[src/srtl_pkg.sv]
// ----------------------------------------------------------------------------
// srtl_pkg: shared types and constants for the route table lookup
// Operation codes, field widths, the write command broadcast to the peer
// cells and the lookup token handed from cell to cell.
// ----------------------------------------------------------------------------
package srtl_pkg;

    localparam int PEER_SLOTS_DEF     = 16;
    localparam int NETS_PER_HOST_DEF  = 4;
    localparam int FIRST_SCANNED_SLOT = 2;

    localparam int OP_W    = 2;
    localparam int SLOT_W  = 4;
    localparam int SUB_W   = 2;
    localparam int ADDR_W  = 32;
    localparam int COUNT_W = 3;

    typedef enum logic [OP_W-1:0] {
        OP_LOOKUP       = 2'd0,
        OP_WRITE_PEER   = 2'd1,
        OP_WRITE_SUBNET = 2'd2,
        OP_CLEAR_PEER   = 2'd3
    } op_t;

    // write command seen by every cell in the same cycle
    typedef struct packed {
        logic               wr_peer;
        logic               wr_subnet;
        logic               clr_peer;
        logic [SLOT_W-1:0]  peer_slot;
        logic [SUB_W-1:0]   subnet_slot;
        logic [ADDR_W-1:0]  address;
        logic [ADDR_W-1:0]  subnet_mask;
        logic [COUNT_W-1:0] subnet_count;
    } wr_cmd_t;

    // lookup token walking down the chain
    typedef struct packed {
        logic              active;
        logic              hit;
        logic              by_subnet;
        logic [SLOT_W-1:0] slot;
        logic [ADDR_W-1:0] address;
    } token_t;

endpackage

[src/srtl_cell.sv]
// ----------------------------------------------------------------------------
// srtl_cell: one peer slot of the route table
// Holds the valid mark, own address, subnet count and subnets of one peer,
// applies broadcast writes, and tests the lookup token passing through.
// ----------------------------------------------------------------------------
module srtl_cell
    import srtl_pkg::*;
#(
    parameter int SLOT          = 0,
    parameter int NETS_PER_HOST = NETS_PER_HOST_DEF
)
(
    input  logic    clk,
    input  logic    rst_n,
    input  logic    advance,
    input  wr_cmd_t wr,
    input  token_t  tok_in,
    output token_t  tok_out
);

    localparam int   CNT_W   = $clog2(NETS_PER_HOST + 1);
    localparam logic SCANNED = (SLOT >= FIRST_SCANNED_SLOT);

    logic              valid_reg;
    logic [ADDR_W-1:0] addr_reg;
    logic [CNT_W-1:0]  count_reg;
    logic [CNT_W-1:0]  count_sat;
    logic [NETS_PER_HOST-1:0] net_match;
    logic              net_hit;
    logic              own_hit;
    logic              sel;
    token_t            tok_next;
    token_t            tok_reg;

    assign sel = (int'(wr.peer_slot) == SLOT);

    always_comb
    begin
        if (int'(wr.subnet_count) > NETS_PER_HOST)
        begin
            count_sat = CNT_W'(NETS_PER_HOST);
        end
        else
        begin
            count_sat = CNT_W'(wr.subnet_count);
        end
    end

    always_ff @(posedge clk or negedge rst_n)
    begin
        if (!rst_n)
        begin
            valid_reg <= 1'b0;
            count_reg <= '0;
        end
        else if (sel && wr.wr_peer)
        begin
            valid_reg <= 1'b1;
            count_reg <= count_sat;
        end
        else if (sel && wr.clr_peer)
        begin
            valid_reg <= 1'b0;
        end
    end

    always_ff @(posedge clk)
    begin
        if (sel && wr.wr_peer)
        begin
            addr_reg <= wr.address;
        end
    end

    for (genvar j = 0; j < NETS_PER_HOST; j++)
    begin : g_net
        logic [ADDR_W-1:0] dest_reg;
        logic [ADDR_W-1:0] mask_reg;

        always_ff @(posedge clk or negedge rst_n)
        begin
            if (!rst_n)
            begin
                dest_reg <= '0;
                mask_reg <= '0;
            end
            else if (sel && wr.wr_subnet && (int'(wr.subnet_slot) == j))
            begin
                dest_reg <= wr.address;
                mask_reg <= wr.subnet_mask;
            end
        end

        assign net_match[j] = (int'(count_reg) > j) &&
                              ((tok_in.address & mask_reg) ==
                               (dest_reg & mask_reg));
    end

    assign net_hit = |net_match;
    assign own_hit = (tok_in.address == addr_reg);

    // first hit wins: an earlier cell's hit passes through untouched
    always_comb
    begin
        tok_next = tok_in;
        if (SCANNED && tok_in.active && !tok_in.hit && valid_reg)
        begin
            if (net_hit)
            begin
                tok_next.hit       = 1'b1;
                tok_next.by_subnet = 1'b1;
                tok_next.slot      = SLOT_W'(SLOT);
            end
            else if (own_hit)
            begin
                tok_next.hit       = 1'b1;
                tok_next.by_subnet = 1'b0;
                tok_next.slot      = SLOT_W'(SLOT);
            end
        end
    end

    always_ff @(posedge clk or negedge rst_n)
    begin
        if (!rst_n)
        begin
            tok_reg <= '0;
        end
        else if (advance)
        begin
            tok_reg <= tok_next;
        end
    end

    assign tok_out = tok_reg;

endmodule

[config.mk]
export PLATFORM = sky130hd
export DESIGN_NAME = srtl_cell
export DESIGN_NICKNAME = d
export VERILOG_FILES = /design/src/srtl_pkg.sv /design/src/srtl_cell.sv
export SDC_FILE = /design/constraint.sdc
export NUM_CORES = 1
export LEC_CHECK = 0
export BUFFER_PORTS_ARGS = -buffer_cell sky130_fd_sc_hd__buf_4
export CAP_MARGIN = 20
export CORE_UTILIZATION = 31
export CTS_CLUSTER_DIAMETER = 120
export DETAILED_ROUTE_END_ITERATION = 8
export HOLD_SLACK_MARGIN = 0.08
export PLACE_DENSITY = 0.75
export SLEW_MARGIN = 10
export SYNTH_ARGS = -nofsm -noshare
export SYNTH_HDL_FRONTEND = slang
export SYNTH_SLANG_ARGS = --single-unit
[constraint.sdc]
create_clock -name clk -period 0.8 [get_ports clk]
set_input_delay 0.24 -clock clk [delete_from_list [all_inputs] [get_ports clk]]
set_output_delay 0.24 -clock clk [all_outputs]
set_load 0.02 [all_outputs]
==> Yosys cells after proc, flatten, opt, wreduce, memory -nomap -nowiden <==
Index checks and enable logic that the tools add are counted.
{ "totals": {"word_cells": 5, "ff_bits": 39} }

==> Longest topological paths before layout <==
Gate-level depths: netlist of run 1.
{ "logic_depth": {"word_depth": 0, "depth_mapped": 3, "mapped_depth_nobuf": 1} }

==> Worst setup path before layout of run 1 <==
No wires, ideal clock.
{ "synth_path": {"path_type": "input to register", "from": "input port advance", "to": "register tok_reg (netlist bit tok_out[23])", "slack_ps": -127, "path_buffers": 2, "setup_ps": 125, "required_time_ps": 675, "arrival_ps": 802, "stages": 3, "path_cell_list": "buf_6 -> buf_8 -> mux2_4"} }
{ "synth_rtl": {"columns": ["element", "line", "text"], "rows": [
  ["start: declaration", "srtl_cell.sv:15", "input logic advance,"],
  ["end signal: assignment", "srtl_cell.sv:131", "tok_reg <= tok_next;"],
  ["end: declaration", "srtl_cell.sv:33", "token_t tok_reg;"]
]} }
No word-level cell between the ends.

==> Worst setup path after layout of run 1 <==
{ "layout_path": {"from": "register tok_reg (netlist bit tok_out[0])", "to": "output port tok_out[0] (netlist name)"} }
{ "layout_rtl": {"columns": ["element", "line", "text"], "rows": [
  ["end: declaration", "srtl_cell.sv:18", "output token_t tok_out"]
]} }
No word-level cell between the ends.

==> results of run 1 <==
==> metal layers <==
| metal | vias to the layer above | track usage [%] |
|---|---|---|
| met5 | - | 0 |
| met4 | 0 | 6.89 |
| met3 | 4 | 2.53 |
| met2 | 41 | 27.6 |
| met1 | 509 | 16.3 |
| li1 | 473 | - |
==> path summary, 6_finish.rpt <==
path / endpoint / slack [ns] / depth (start not counted) / start
max: tok_out[0] / -0.28 / 1 / tok_out[0]
min: tok_out[30] / -0.08 / 1 / rst_n
max reg2reg: tok_out[0] / -0.12 / 2 / tok_out[0]
min reg2reg: tok_out[6] / 0.53 / 1 / tok_out[6]
max in group asynchronous: tok_out[8] / 0.50 / 1 / rst_n
min in group clk: tok_out[26] / 0.19 / 2 / tok_in[26]
==> per-stage QoR <==
stage          instances  area, um2  setup TNS (ns)  util, %  worst slack [ns]
6_report             230       2590          -11.04     57.5            -0.275
5_1_grt              230       2590          -12.68     57.5            -0.311
4_1_cts              226       2520          -11.38     55.9            -0.289
3_5_place_dp         212       2190           -7.58     48.7            -0.219
3_3_place_gp         212       2190           -6.83     48.7            -0.189
2_1_floorplan         82       1550           -1.42        -            -0.104
==> where the power goes <==
part	internal (W)	total (W)	switching (W)
Combinational	0.000805	0.00132	0.000517
Clock	0.00125	0.00188	0.000631
Sequential	0.00220	0.00235	0.000152
==> synth_stat cells <==
library cell,n,share of area (%)
buf_6,1,0.75
buf_4,2,1.0
buf_8,1,1.0
dfrtp_1,39,65
mux2_4,10,10
mux2_2,29,22
==> cell families (layout without fill, tap and decap cells) <==
family / count (synthesis) / count (layout) / synth area share (%)
buffers and inverters: 4 / 100 / 2.76
flip-flops: 39 / 39 / 65.3
multiplexers: 39 / 39 / 31.9
==> layout make-up <==
type                            count  area [um2]  area share (%)
Multi-Input combinational cell     39         488            18.8
Sequential cell                    39        1010            39.1
Timing Repair Buffer               92         892            34.4
Clock inverter                      2        60.1            2.32
Tap cell                           52        65.1            2.51
Clock buffer                        6        72.6            2.80
==> what timing repair did <==
action	CTS	global route
buffers inserted	6	5
endpoints found under the setup margin	39	60
endpoints found under the hold margin	39	39
cloned	0	0
pin swaps	0	0
resized for setup	39	11
==> metrics, run 1 <==
Yosys cell types=6; crit path DAT=between 0.8 and 0.9 ns; clk buf depth=2; Worst Tran Pin Value=just under 0.5 ns; final setup fails=49; vias in the first global route=about 1100; Min-Delay Path Class=in -> async; Slew headroom=between 60% and 70%; PwrDens=2140 nW/um2; Tcrit/Tclk final=134%; Core Region=4500 um2; Rows=24; clock sink total=39; ordered cell list for the critical path=buf_6; Congestion Overflow GR=0; Setup WS post-layout=-0.275 ns; max_cap viols=0; Tot GR Track Use=14.8%; post-synthesis sequential area ratio=between 60% and 70%; Highest Signal Layer=met4; CP Launch Type=register; flops & latches, synth=39; Avg Inst Size Synth=between 15 and 20 um2; syn_nets=200; DRC=0; wl on met1=1350 um; yosys warns=0; Avg WL per Cell=15.4 um; max FFs per register=39; first-pass GRT wire length=5590 um; Num CTS Buffers=5; worst vdd ir=878 uV; pin count of the biggest net entering global routing=40; Tmin final=1.08 ns; clk_lat worst skew=0.28 ns; number of port buffers=80; met2 WL=between 2000 and 2500 um; mapped cell area=1490 um2; most common cell after layout, fill and taps aside=buf_6; final wirelength=3550 um; failing checks=negative hold slack, negative setup slack; Initial DRT Pass Iterations=4; starting density of the core=33.2%; detailed placement HPWL=2560 um; Slowest-stage cell, CP=dfrtp_2; Top delay family on crit path=flip-flops; Die Y-Extent=71.4 um; DRT iter0 DRCs=36; ANT nets after route=0; leakage=between 1 and 1.5 nW; commonest non-fill, non-tap cells in the layout=buf_6, buf_4, dfrtp_2, mux2_2, mux2_4; Max stage delay on crit path=approximately 0.42 ns; worst endpoint required time=0.56 ns; die area=5100 um2; H-tree depth=2; Power Total=around 0.0055 W; met3 WL=122 um; Die W=between 70 and 80 um; Fill cells=roughly 360; routed vias=1027; Syn-to-layout area delta=73.4%; Hold Vio Cnt, Final=39; status=finished, violations left; gpl congestion=0.752; Max Freq=between 900 and 1000 MHz; hold slack final=-0.0829 ns; clk slew on worst S/H paths=0.07 ns; Worst Skew=0 ns; nets=295; CTS tree=yes; CP Buf/Inv Count=1; initial antenna violation count=0; unrepaired setup endpoints after global routing=true; Post-Syn Instances=82; Inserted Diodes=0; # IOs=157; CP endpoint kind=output pin; CTS root buf=clkbuf_8; CP Max Fanout=2; vias per cell=4.47; layout cells sized above 1=93.8%; critical path class=reg -> out; count of pins over their slew limit=0
Note: power is estimated with default switching activity, not from simulation.
==> run 2: changes to the inputs <==
Settings changed: CORE_UTILIZATION 31 to 34, PLACE_DENSITY 0.75 to 0.78.
Clock period 0.8 ns to 1.2 ns, I/O delays scaled along.
==> run 2 against run 1 <==
  * Total power fell by 39%
  * Hold slack improved by 0.39 ns
  * The run now ends clean
  * Routed wire length rose by 0.87%
  * Via count rose by 2.5%
==> metrics, run 2 (synthesized netlist as in run 1, its figures left out) <==
critical path class=reg -> out; CP Buf/Inv Count=1; clk slew on worst S/H paths=~0.070 ns; pin count of the biggest net entering global routing=40; Initial DRT Pass Iterations=4; Worst Skew=0 ns; Worst Tran Pin Value=about 0.5 ns; count of pins over their slew limit=0; first-pass GRT wire length=4860 um; crit path DAT=a little over 0.8 ns; routed vias=1053; unrepaired setup endpoints after global routing=true; PwrDens=1340 nW/um2; DRC=0; worst endpoint required time=around 0.84 ns; clk_lat worst skew=0.27 ns; CP endpoint kind=output pin; Top delay family on crit path=flip-flops; Tcrit/Tclk final=99.3%; leakage=1.23 nW; Tot GR Track Use=roughly 14%; Slowest-stage cell, CP=dfrtp_1; CP Launch Type=register; Comb power frac=26.1%; sw frac=25.7%; Crit. path cell count=1; sequential share of power=around 46%; commonest non-fill, non-tap cells in the layout=buf_4, dfrtp_1, buf_6, mux2_2, mux2_4; number of port buffers=80; CP Max Fanout=2; vias per cell=4.48; H-tree depth=2; Setup WS post-layout=roughly 0.0090 ns; detailed placement HPWL=2480 um; Min-Delay Path Class=in -> reg; ordered cell list for the critical path=buf_4; Max Freq=between 800 and 900 MHz; initial antenna violation count=0; Core Util, Final=61.2%; Avg WL per Cell=15.2 um; reg2reg path depth=3; vias in the first global route=~1100; gr busiest metal=met2; max_cap viols=0; Die Y-Extent=68.3 um; ANT nets after route=0; switching pwr=0.000867 W; most common cell after layout, fill and taps aside=buf_4; Hold Vio Cnt, Final=0; final wirelength=between 3000 and 4000 um; clk buf depth=2; clock share of power=28.1%; CTS root buf=clkbuf_8; CTS tree=yes; Syn-to-layout area delta=68.5%; Rows=23; hold path depth=2; clock sink total=39; Inserted Diodes=0; Slew headroom=67.3%; DRT iter0 DRCs=19; nets=~300; Max stage delay on crit path=0.39 ns; Num CTS Buffers=5; die area=approximately 4700 um2; Core Region=4120 um2; status=completed; final setup fails=0; Place WS=0.0567 ns; met3 usage=3.83%; GRT met2 Usage=26.3%; Fill cells=329; # IOs=157; max FFs per register=39; worst vdd ir=881 uV; starting density of the core=36.3%; Pint=0.00250 W; Die W=between 60 and 70 um; Congestion Overflow GR=0; Power Total=0.00337 W; layout cells sized above 1=77.8%; Tmin final=1.19 ns; gpl congestion=0.686; met1 usage=15.6%
## run 2: stage by stage
step,instances,instance area (um2),TNS (ns),hold WS (ns)
floorplan,82,1490,0,0.0644
global placement,210,2160,0,0.339
detailed placement,210,2160,0,0.361
CTS,224,2320,0,0.298
global route,235,2520,-0.180,0.296
finish,235,2520,0,0.310
## run 2: final timing paths
| check | endpoint | slack (ns) | start |
|---|---|---|---|
| hold / removal | tok_out[24] | 0.31 | tok_in[24] |
| setup / recovery | tok_out[34] | 0.009 | tok_out[34] |
| max in group asynchronous | tok_out[26] | 0.28 | rst_n |
| hold reg to reg | tok_out[29] | 0.52 | tok_out[29] |
| setup reg to reg | tok_out[17] | 0.18 | tok_out[17] |
| min in group asynchronous | tok_out[7] | 0.58 | rst_n |
## run 2: per-layer routing
| metal | wire length (um) | part of all wire (%) |
|---|---|---|
| met1 | 1300 | 36 |
| met2 | 2050 | 57 |
| met3 | 203 | 5.7 |
| met4 | 26 | 0.73 |
| met5 | 0 | 0 |
## run 2: area by class of cell
| type | instances | area [um2] | area share (%) |
|---|---|---|---|
| timing repair buffer | 99 | 902 | 35.8 |
| sequential | 39 | 976 | 38.8 |
| multi-input combinational | 39 | 477 | 18.9 |
| tap | 50 | 62.6 | 2.49 |
| clock buffer | 8 | 100 | 3.98 |
## run 2: power groups by stage
stage | logic, W | registers [W] | clock network [W]
after floorplan | 0.000189 | 0.00170 | 0
after global placement | 0.000712 | 0.00153 | 0
after detailed placement | 0.000731 | 0.00155 | 0
after CTS | 0.000771 | 0.00152 | 0.000985
after global routing | 0.000934 | 0.00156 | 0.00104
final | 0.000879 | 0.00154 | 0.000947
## run 2: what timing repair did
item                                   CTS  global route
endpoints found under the hold margin   39             0
hold buffers                             1             0
gates resized for setup                  5            30
setup endpoints to repair                9            38
buffers inserted                         5            11
